### src/hw/rtl/lsof_pkg.sv
// ============================================================================
// lsof_pkg
// Shared types, constants and helpers for the lidar sector obstacle flags.
// ============================================================================
package lsof_pkg;

    localparam int SECTORS = 6;
    localparam int CNT_W   = 13;
    localparam int ANG_W   = 15;
    localparam int DIST_W  = 16;
    localparam int BND_W   = 2 * ANG_W;
    localparam int LIM_W   = 4 * DIST_W;
    localparam int ADDR_W  = 6;
    localparam int DATA_W  = 64;

    localparam logic [CNT_W-1:0] CNT_MAX = {CNT_W{1'b1}};

    // Sector positions in the flag vector and in the bounds array.
    localparam int SEC_FRONT_MID   = 0;
    localparam int SEC_FRONT_LEFT  = 1;
    localparam int SEC_FRONT_RIGHT = 2;
    localparam int SEC_REAR_MID    = 3;
    localparam int SEC_REAR_LEFT   = 4;
    localparam int SEC_REAR_RIGHT  = 5;

    typedef enum logic [2:0] {
        REG_FRONT_MID_BOUNDS   = 3'd0,
        REG_FRONT_LEFT_BOUNDS  = 3'd1,
        REG_FRONT_RIGHT_BOUNDS = 3'd2,
        REG_REAR_MID_BOUNDS    = 3'd3,
        REG_REAR_LEFT_BOUNDS   = 3'd4,
        REG_REAR_RIGHT_BOUNDS  = 3'd5,
        REG_DISTANCE_LIMITS    = 3'd6,
        REG_COUNT_THRESHOLD    = 3'd7
    } t_reg_idx;

    // Reset bounds, left bound in the upper half and right bound in the lower.
    localparam logic [SECTORS-1:0][BND_W-1:0] BOUNDS_RST = {
        30'd41947520,   // rear right
        30'd608195840,  // rear left
        30'd713032960,  // rear middle
        30'd398474880,  // front right
        30'd230697600,  // front left
        30'd335557120   // front middle
    };

    typedef struct packed {
        logic [SECTORS-1:0][BND_W-1:0] bounds;
        logic [LIM_W-1:0]              limits;
        logic [CNT_W-1:0]              threshold;
    } t_cfg;

    // Distance limit for a sector; front sides share one, rear sides another.
    function automatic logic [DIST_W-1:0] sector_limit(input int s,
                                                       input logic [LIM_W-1:0] lim);
        logic [DIST_W-1:0] r;
        case (s)
            SEC_FRONT_MID:                   r = lim[1*DIST_W-1:0*DIST_W];
            SEC_FRONT_LEFT, SEC_FRONT_RIGHT: r = lim[2*DIST_W-1:1*DIST_W];
            SEC_REAR_MID:                    r = lim[3*DIST_W-1:2*DIST_W];
            default:                         r = lim[4*DIST_W-1:3*DIST_W];
        endcase
        return r;
    endfunction

    // Inclusive angle window; wraps through zero when left exceeds right.
    function automatic logic in_sector(input logic [ANG_W-1:0] angle,
                                       input logic [BND_W-1:0] bounds);
        logic [ANG_W-1:0] left;
        logic [ANG_W-1:0] right;
        left  = bounds[BND_W-1:ANG_W];
        right = bounds[ANG_W-1:0];
        if (left <= right) begin
            return (angle >= left) && (angle <= right);
        end
        return (angle >= left) || (angle <= right);
    endfunction

endpackage

### src/hw/rtl/lsof_cfg_regs.sv
// ============================================================================
// lsof_cfg_regs
// APB register file holding sector bounds, distance limits and threshold.
// ============================================================================
module lsof_cfg_regs (
    input  logic                        i_clk,
    input  logic                        i_rst_n,
    input  logic                        psel,
    input  logic                        penable,
    input  logic                        pwrite,
    input  logic [lsof_pkg::ADDR_W-1:0] paddr,
    input  logic [lsof_pkg::DATA_W-1:0] pwdata,
    output logic [lsof_pkg::DATA_W-1:0] prdata,
    output logic                        pready,
    output lsof_pkg::t_cfg              o_cfg
);
    import lsof_pkg::*;

    t_cfg     r_cfg;
    t_reg_idx w_idx;
    logic     w_wr;

    assign pready = 1'b1;
    assign w_idx  = t_reg_idx'(paddr[ADDR_W-1:3]);
    assign w_wr   = psel && penable && pwrite && pready;
    assign o_cfg  = r_cfg;

    always_ff @(posedge i_clk) begin
        if (!i_rst_n) begin
            r_cfg.bounds    <= BOUNDS_RST;
            r_cfg.limits    <= '0;
            r_cfg.threshold <= '0;
        end else if (w_wr) begin
            case (w_idx)
                REG_FRONT_MID_BOUNDS:
                    r_cfg.bounds[SEC_FRONT_MID]   <= pwdata[BND_W-1:0];
                REG_FRONT_LEFT_BOUNDS:
                    r_cfg.bounds[SEC_FRONT_LEFT]  <= pwdata[BND_W-1:0];
                REG_FRONT_RIGHT_BOUNDS:
                    r_cfg.bounds[SEC_FRONT_RIGHT] <= pwdata[BND_W-1:0];
                REG_REAR_MID_BOUNDS:
                    r_cfg.bounds[SEC_REAR_MID]    <= pwdata[BND_W-1:0];
                REG_REAR_LEFT_BOUNDS:
                    r_cfg.bounds[SEC_REAR_LEFT]   <= pwdata[BND_W-1:0];
                REG_REAR_RIGHT_BOUNDS:
                    r_cfg.bounds[SEC_REAR_RIGHT]  <= pwdata[BND_W-1:0];
                REG_DISTANCE_LIMITS:
                    r_cfg.limits                  <= pwdata[LIM_W-1:0];
                REG_COUNT_THRESHOLD:
                    r_cfg.threshold               <= pwdata[CNT_W-1:0];
                default: ;
            endcase
        end
    end

    always_comb begin
        case (w_idx)
            REG_FRONT_MID_BOUNDS:
                prdata = DATA_W'(r_cfg.bounds[SEC_FRONT_MID]);
            REG_FRONT_LEFT_BOUNDS:
                prdata = DATA_W'(r_cfg.bounds[SEC_FRONT_LEFT]);
            REG_FRONT_RIGHT_BOUNDS:
                prdata = DATA_W'(r_cfg.bounds[SEC_FRONT_RIGHT]);
            REG_REAR_MID_BOUNDS:
                prdata = DATA_W'(r_cfg.bounds[SEC_REAR_MID]);
            REG_REAR_LEFT_BOUNDS:
                prdata = DATA_W'(r_cfg.bounds[SEC_REAR_LEFT]);
            REG_REAR_RIGHT_BOUNDS:
                prdata = DATA_W'(r_cfg.bounds[SEC_REAR_RIGHT]);
            REG_DISTANCE_LIMITS:
                prdata = DATA_W'(r_cfg.limits);
            REG_COUNT_THRESHOLD:
                prdata = DATA_W'(r_cfg.threshold);
            default:
                prdata = '0;
        endcase
    end

endmodule

### src/hw/rtl/lsof_sector_cnt.sv
// ============================================================================
// lsof_sector_cnt
// Per-sector angle/distance match, saturating hit counters and scan flags.
// ============================================================================
module lsof_sector_cnt (
    input  logic                         i_clk,
    input  logic                         i_rst_n,
    input  lsof_pkg::t_cfg               i_cfg,
    input  logic                         i_step,
    input  logic [lsof_pkg::ANG_W-1:0]   i_angle,
    input  logic [lsof_pkg::DIST_W-1:0]  i_distance,
    input  logic                         i_last,
    output logic [lsof_pkg::SECTORS-1:0] o_hits
);
    import lsof_pkg::*;

    logic [CNT_W-1:0] r_cnt [SECTORS];
    logic [CNT_W-1:0] n_cnt [SECTORS];

    for (genvar s = 0; s < SECTORS; s++) begin : g_sec
        logic w_inc;

        // A zero distance marks a dropped return and never counts.
        assign w_inc = (i_distance != '0)
                    && in_sector(i_angle, i_cfg.bounds[s])
                    && (i_distance < sector_limit(s, i_cfg.limits))
                    && (r_cnt[s] != CNT_MAX);

        assign n_cnt[s]  = r_cnt[s] + CNT_W'(w_inc);
        assign o_hits[s] = n_cnt[s] > i_cfg.threshold;

        always_ff @(posedge i_clk) begin
            if (!i_rst_n) begin
                r_cnt[s] <= '0;
            end else if (i_step) begin
                r_cnt[s] <= i_last ? '0 : n_cnt[s];
            end
        end
    end

endmodule

### src/hw/rtl/lidar_sector_obstacle_flags.sv
// ============================================================================
// lidar_sector_obstacle_flags
// Counts close lidar returns in six angular sectors and flags obstacles once
// per scan.
// ============================================================================
//
//  Channel  Handshake                 Word
//  -------  ------------------------  -------------------------------------
//  in       i_in_valid / o_in_ready   angle, distance, end of scan
//  out      o_out_valid / i_out_ready obstacle ahead, obstacle rear, flags
//  cfg      APB psel/penable/pwrite   8 registers at byte address 8*index
//
//  A point is registered on acceptance, then counted, so one point is taken
//  every clock unless stalled. The point that ends a scan passes from the
//  input register to the output register. Only an end-of-scan point can
//  stall the input register, and only while an earlier result is still
//  waiting at the output. Reset is synchronous and active low; it restores
//  the default sector bounds, clears limits, threshold and all counters.
//
module lidar_sector_obstacle_flags (
    input  logic                         i_clk,
    input  logic                         i_rst_n,
    // Point input.
    input  logic                         i_in_valid,
    output logic                         o_in_ready,
    input  logic [lsof_pkg::ANG_W-1:0]   i_point_angle,
    input  logic [lsof_pkg::DIST_W-1:0]  i_point_distance,
    input  logic                         i_end_of_scan,
    // Scan result output.
    output logic                         o_out_valid,
    input  logic                         i_out_ready,
    output logic                         o_obstacle_ahead,
    output logic                         o_obstacle_rear,
    output logic [lsof_pkg::SECTORS-1:0] o_sector_hits,
    // Configuration port.
    input  logic                         psel,
    input  logic                         penable,
    input  logic                         pwrite,
    input  logic [lsof_pkg::ADDR_W-1:0]  paddr,
    input  logic [lsof_pkg::DATA_W-1:0]  pwdata,
    output logic [lsof_pkg::DATA_W-1:0]  prdata,
    output logic                         pready
);
    import lsof_pkg::*;

    t_cfg w_cfg;

    // Input register: holds one point until the counters take it.
    logic               r_in_valid;
    logic [ANG_W-1:0]   r_in_angle;
    logic [DIST_W-1:0]  r_in_dist;
    logic               r_in_last;

    // Output register: one scan result waiting for the consumer.
    logic               r_out_valid;
    logic [SECTORS-1:0] r_out_hits;

    logic               w_step;
    logic               w_accept;
    logic [SECTORS-1:0] w_hits;

    lsof_cfg_regs u_cfg (
        .i_clk   (i_clk),
        .i_rst_n (i_rst_n),
        .psel    (psel),
        .penable (penable),
        .pwrite  (pwrite),
        .paddr   (paddr),
        .pwdata  (pwdata),
        .prdata  (prdata),
        .pready  (pready),
        .o_cfg   (w_cfg)
    );

    // The registered point is counted this cycle unless it closes a scan and
    // the output register is still occupied by a result nobody has taken.
    assign w_step     = r_in_valid && (!r_in_last || !r_out_valid || i_out_ready);
    assign o_in_ready = !r_in_valid || w_step;
    assign w_accept   = i_in_valid && o_in_ready;

    lsof_sector_cnt u_cnt (
        .i_clk      (i_clk),
        .i_rst_n    (i_rst_n),
        .i_cfg      (w_cfg),
        .i_step     (w_step),
        .i_angle    (r_in_angle),
        .i_distance (r_in_dist),
        .i_last     (r_in_last),
        .o_hits     (w_hits)
    );

    always_ff @(posedge i_clk) begin
        if (!i_rst_n) begin
            r_in_valid <= 1'b0;
        end else if (w_accept) begin
            r_in_valid <= 1'b1;
        end else if (w_step) begin
            r_in_valid <= 1'b0;
        end
    end

    always_ff @(posedge i_clk) begin
        if (w_accept) begin
            r_in_angle <= i_point_angle;
            r_in_dist  <= i_point_distance;
            r_in_last  <= i_end_of_scan;
        end
    end

    always_ff @(posedge i_clk) begin
        if (!i_rst_n) begin
            r_out_valid <= 1'b0;
        end else if (w_step && r_in_last) begin
            r_out_valid <= 1'b1;
        end else if (i_out_ready) begin
            r_out_valid <= 1'b0;
        end
    end

    always_ff @(posedge i_clk) begin
        if (w_step && r_in_last) begin
            r_out_hits <= w_hits;
        end
    end

    assign o_out_valid      = r_out_valid;
    assign o_sector_hits    = r_out_hits;
    assign o_obstacle_ahead = r_out_hits[SEC_FRONT_MID] || r_out_hits[SEC_FRONT_LEFT]
                           || r_out_hits[SEC_FRONT_RIGHT];
    assign o_obstacle_rear  = r_out_hits[SEC_REAR_MID] || r_out_hits[SEC_REAR_LEFT]
                           || r_out_hits[SEC_REAR_RIGHT];

`ifndef SYNTHESIS
    // A scan-closing point that is counted always leaves a result behind.
    a_result_loaded: assert property (@(posedge i_clk) disable iff (!i_rst_n)
        (w_step && r_in_last) |=> r_out_valid)
        else $error("scan end counted without a result");

    // A registered point that was not counted is still held.
    a_point_kept: assert property (@(posedge i_clk) disable iff (!i_rst_n)
        (r_in_valid && !w_step) |=> r_in_valid)
        else $error("registered point dropped");

    // A result is never overwritten while the consumer has not taken it.
    a_no_overwrite: assert property (@(posedge i_clk) disable iff (!i_rst_n)
        (w_step && r_in_last) |-> (!r_out_valid || i_out_ready))
        else $error("pending result overwritten");
`endif

endmodule
### config.mk
export PLATFORM = sky130hd
export DESIGN_NAME = lidar_sector_obstacle_flags
export DESIGN_NICKNAME = d
export VERILOG_FILES = /design/src/hw/rtl/lsof_pkg.sv /design/src/hw/rtl/lsof_cfg_regs.sv /design/src/hw/rtl/lsof_sector_cnt.sv /design/src/hw/rtl/lidar_sector_obstacle_flags.sv
export SDC_FILE = /design/constraint.sdc
export NUM_CORES = 1
export LEC_CHECK = 0
export BUFFER_PORTS_ARGS = -buffer_cell sky130_fd_sc_hd__buf_2
export CAP_MARGIN = 40
export CORE_MARGIN = 4
export CORE_UTILIZATION = 55
export DETAILED_ROUTE_END_ITERATION = 7
export GPL_ROUTABILITY_DRIVEN = 0
export PLACE_DENSITY = 0.78
export SETUP_SLACK_MARGIN = 0.02
export SYNTH_ARGS = -nofsm -noshare
export SYNTH_HDL_FRONTEND = slang
export SYNTH_SLANG_ARGS = --single-unit
### constraint.sdc
create_clock -name i_clk -period 7.2 [get_ports i_clk]
set_input_delay 0.36 -clock i_clk [delete_from_list [all_inputs] [get_ports i_clk]]
set_output_delay 0.36 -clock i_clk [all_outputs]
set_load 0.01 [all_outputs]
### Word level (Yosys, flattened, before mapping)

Memories as Yosys holds them, arrays and structs flattened.
Index checks and enable logic that the tools add are counted.
Widths: inputs -> output; s select.

| storage, ports and cells | value |
|---|---|
| flip-flop bits (word level) | 297 |
| RAM bits | 78 |
| memories | 1 |

Memories:

| name | words | bits a word | read ports | clocked after memory_dff | wr ports | RTL line | text |
|---|---|---|---|---|---|---|---|
| u_cnt.r_cnt | 6 | 13 | 6 | 0 | 6 | lsof_sector_cnt.sv:17 | `logic [CNT_W-1:0] r_cnt [SECTORS];` |

| operators by class | value |
|---|---|
| $add $sub $neg | 6 |
| order comparisons | 28 |
| equal/unequal tests | 13 |
| muxes and demuxes | 39 |
| bitwise gates (word level) | 6 |
| reductions and logical operators | 57 |

Operators with widths:

| kind | count |
|---|---|
| $pmux 64 s8 | 1 |
| $le 15x15->1 | 12 |
| $mux 13 | 12 |
| $ge 15x15->1 | 6 |
| $add 13x1->13 | 6 |
| $gt 13x13->1 | 6 |
| $ne 13x13->1 const B | 6 |
| $lt 16x16->1 | 4 |
| $logic_and 1x1->1 | 29 |
| $mux 1 | 26 |
| $reduce_and 2->1 | 8 |
| $reduce_bool 16->1 | 1 |
| $logic_or 1x1->1 | 13 |
| $eq 3x3->1 const B | 4 |
| $eq 3x2->1 const B | 2 |
| $or 1x1->1 | 6 |
| $reduce_bool 2->1 | 2 |
| $eq 3x1->1 const B | 1 |
| $logic_not 1->1 | 3 |
| $logic_not 3->1 | 1 |

### Longest topological paths before layout

| logic depth | value |
|---|---|
| word-level depth | 10 |
| gate-level depth with buffers | 22 |
| gate-level depth less buffers | 22 |

### Hierarchy

From an unflattened synthesis, not the netlist that was laid out.

| second synthesis, totals | value |
|---|---|
| cell total of the unflattened synthesis | 3169 |
| area total of the unflattened synthesis | 26814.5 um^2 |

By module, submodules not included:

| module | instances | cells each | area each (um^2) | seq. area each (um^2) |
|---|---|---|---|---|
| lsof_sector_cnt | 1 | 1635 | 13825.8 | 2342.2 |
| lsof_cfg_regs | 1 | 1482 | 11717.5 | 5144.9 |
| lidar_sector_obstacle_flags | 1 | 52 | 1271.2 | 1181.1 |

### Worst setup path after synthesis

No wires, ideal clock.

| path | value |
|---|---|
| path type | register to register |
| start | register r_in_angle[4] |
| end | register r_out_hits[0], in the netlist o_sector_hits[0], data pin |
| setup time | 262 ps |
| data arrival time | 4226 ps |
| setup slack | 2712 ps |
| stages on the path, launching flop included | 19 |
| path buffers | 0 |
| period minus slack after synthesis | 4488 ps |
| cell sequence | edfxtp_1 -> ha_1 -> a211oi_1 -> nor2_1 -> o31a_1 -> a2bb2oi_1 -> maj3_1 -> nor4_1 -> ha_1 -> ha_1 -> nand3_1 -> or3_1 -> xnor2_1 -> ha_1 -> and4_1 -> a2111oi_0 -> o211ai_1 -> o2111ai_1 -> a21oi_1 |

RTL lines:

| element | RTL line | text |
|---|---|---|
| start: declaration | lidar_sector_obstacle_flags.sv:50 | `logic [ANG_W-1:0] r_in_angle;` |
| start signal: assignment | lidar_sector_obstacle_flags.sv:104 | `r_in_angle <= i_point_angle;` |
| end signal: assignment | lidar_sector_obstacle_flags.sv:122 | `r_out_hits <= w_hits;` |
| end: declaration | lidar_sector_obstacle_flags.sv:56 | `logic [SECTORS-1:0] r_out_hits;` |

==> flow_summary.yaml <==
cells_and_area:
  layout_commonest_cell: "nand2_1"
  drive_gt1_frac: 0.0953
  syn2layout_area_growth_pct: 12.1
  fin_nets: 3738
  stdcell_count: 3852
  seq_area_um2: 8670
  final_cell_mix: "569 x nand2_1, 420 x ha_1, 263 x inv_1"
  fin_util: 0.629
  fillers: 3838
  multi_input_area_um2: 16100
yosys:
  synth_ff_type: "dfxtp_1"
  synth_cell_types: 72
  netlist_instances: 3057
  synth_edf_count: 116
  async_flop_share: 0
  synth_top_area_frac: 0.200
  netlist_area_um2: 26300
  ys_seq_area_frac: 0.329
  synth_area_leaders: "ha_1 20%, dfxtp_1 20%, edfxtp_1 13%, nand2_1 8.1%, a21boi_0 5.9%"
  syn_avg_cell_area_um2: 8.62
  yosysWarnings: 0
  syn_nets: 3586
  yosys.area.top_type: "ha_1"
  ys_seq_elements: 375
cts:
  htreeDepth: 2
  postCtsSetupBuffers: 0
  clk_pin_slew_ns: 0.06
  tritoncts: "done"
  cts_buffers: 43
  clk_latency_ns: 0.59
  clock_sinks: 375
  cts_buffer_depth: 3
  root_buffer: "clkbuf_16"
sta:
  finalHoldViolCount: 0
  maxSlewHeadroom: 0.363
  fin_skew_ns: 0.0230
  setup_viol: 0
  max_freq_mhz: 176
  finalWorstPathRequiredPeriod_ns: 5.69
  grt_setup_unrepaired: "false"
  worst_pin_slew_ns: 0.956
  setup-tns-final_ns: 0
  fin_crit_sh: 0.790
  slew_viol_final: 0
pwr:
  power_mw: 5.19
  power-per-cell-area_nw_per_um2: 176
  peakVddDrop_uv: 187
  p_leak_nw: 12.0
routing:
  avgRoutedWirePerCell_um: 23.3
  drt_iter0_markers: 2913
  wirelength_um: 89700
  remaining_drc_errors: 0
  ant_nets: 0
  first_pass_iters: 6
  vias: 24500
  post_drt_via_cell_ratio: 6.37
critical_path:
  crit_fanout: 12
  critical-path-slowest-cell: "edfxtp_1"
  cp-start-kind: "flop"
  max_stage_delay_ns: 0.96
  critical_path_required_ns: 7.53
  crit_top_cell: "ha_1"
  worstPathArrival_ns: 6.02
  cp_cell_sequence: "ha_1, o21ai_0, o21bai_1, a21oi_1, o21ai_0, a2bb2oi_1, maj3_1, nor4_1, ha_1, ha_1, nand3_1, or3_1, xnor2_1, ha_1, and4_1, a2111oi_0, o211ai_1, o2111ai_1, a21oi_1"
  path_class: "reg -> reg"
  crit_path_end_kind: "flop"
global_route:
  grt_max_degree: 98
  grt_pass1_vias: 23800
  grt-ovfl-total: 0
  antenna_found_initial: 1
  grt_pass1_wl_um: 136000
  track_usage: 0.339
floorplan:
  initial_core_util: 0.561
  chipWidth_um: 227
  die_area_um2: 51500
  io_pins: 184
  dieHeight_um: 227
  core_area_um2: 47000
  rows: 79
job:
  max-cap-violations: 0
place:
  port_buffers: 179
  placed_cells: 3738
  hpwl_um: 65400
min_path:
  hold_path_class: "in -> reg"
status:
  outcome: "finished clean"
## layout make-up
type	instances	area share
timing repair buffer	243	0.0529
multi-input combinational	2282	0.547
clock buffer	66	0.0432
inverter	264	0.0336
antenna	1	0.0000848
clock inverter	14	0.00411
sequential	375	0.294
tap	607	0.0257
## power breakdown
group | internal (mW) | switching [mW] | total (mW)
sequential | 2.23 | 0.0724 | 2.30
combinational | 0.263 | 0.412 | 0.675
clock | 1.26 | 0.951 | 2.22
## through the flow
stage	hold WS [ns]	setup WS, ns	area, um^2
detailed placement	0.448	1.69	27800
CTS	0.00123	1.68	29500
floorplan	0.435	2.71	26300
global route	0.0226	1.17	29500
finish	0.0301	1.51	29500
global placement	0.441	1.93	27600
## repair_timing
item | in CTS | in global routing
hold buffers | 33 | 0
gates resized for setup | 0 | 0
hold endpoints to repair | 33 | 0
## per-layer routing
metal / routed length, um / track usage / vias up
met2: 38900 / 0.518 / 1406
li1: - / - / 11100
met4: 6300 / 0.190 / 0
met3: 9120 / 0.0737 / 366
met1: 35400 / 0.446 / 11600
met5: 0 / 0 / -
## critical path: cells and delay by family, from the launching register on
kind            cells  cell delay (ns)
flops               1             0.96
xor+xnor            1             0.19
fa+ha+maj           5             1.60
compound gates      9             1.50
simple gates        4             1.17
## cells in the mapped netlist, drive strengths merged (11+ instances only)
library cell,instances
dfxtp,259
buf,44
o211ai,65
a31oi,28
a221oi,17
nand4,62
xor2,28
a21boi,219
mux2i,39
clkbuf,92
nor3,50
nand2,570
a21oi,129
o21ai,80
nand2b,11
edfxtp,116
a21o,52
xnor2,38
o22ai,11
a211oi,24
and4,13
nor2b,17
and2,77
o21a,12
inv,264
a22oi,14
nand3,73
ha,420
and3,29
nor2,90
## registers in the layout, indices dropped and copies added, names as in the netlist
name,flops
r_in_dist,16
o_sector_hits,6
u_cfg.o_cfg,257
u_cnt.r_cnt,78
r_in_angle,15
r_in_last,1
o_out_valid,1
r_in_valid,1
## cells by family (layout without fill, tap and decap cells)
kind of cell,count (synthesis),after routing,share of synthesized area
simple gates,1021,1021,0.177
compound gates,721,721,0.189
fa+ha+maj,425,425,0.201
buf+inv,400,587,0.0600
flops,375,375,0.329
xor+xnor,66,66,0.0219
mux,48,48,0.0212
other cells,1,2,0.000142
## final timing paths
path | start | endpoint | slack (ns) | cells after the start
worst max-delay path | r_in_angle[9]$_DFFE_PP_ | o_sector_hits[0]$_DFFE_PP_ | 1.51 | 19
worst min-delay path | pwdata[34] | u_cfg.o_cfg[47]$_SDFFE_PN0P_ | 0.03 | 3
worst max register to register | r_in_angle[9]$_DFFE_PP_ | o_sector_hits[0]$_DFFE_PP_ | 1.51 | 19
worst min register to register | u_cfg.o_cfg[20]$_SDFFE_PN0P_ | u_cfg.o_cfg[20]$_SDFFE_PN0P_ | 0.45 | 2
Note: power is estimated with default switching activity, not from simulation.
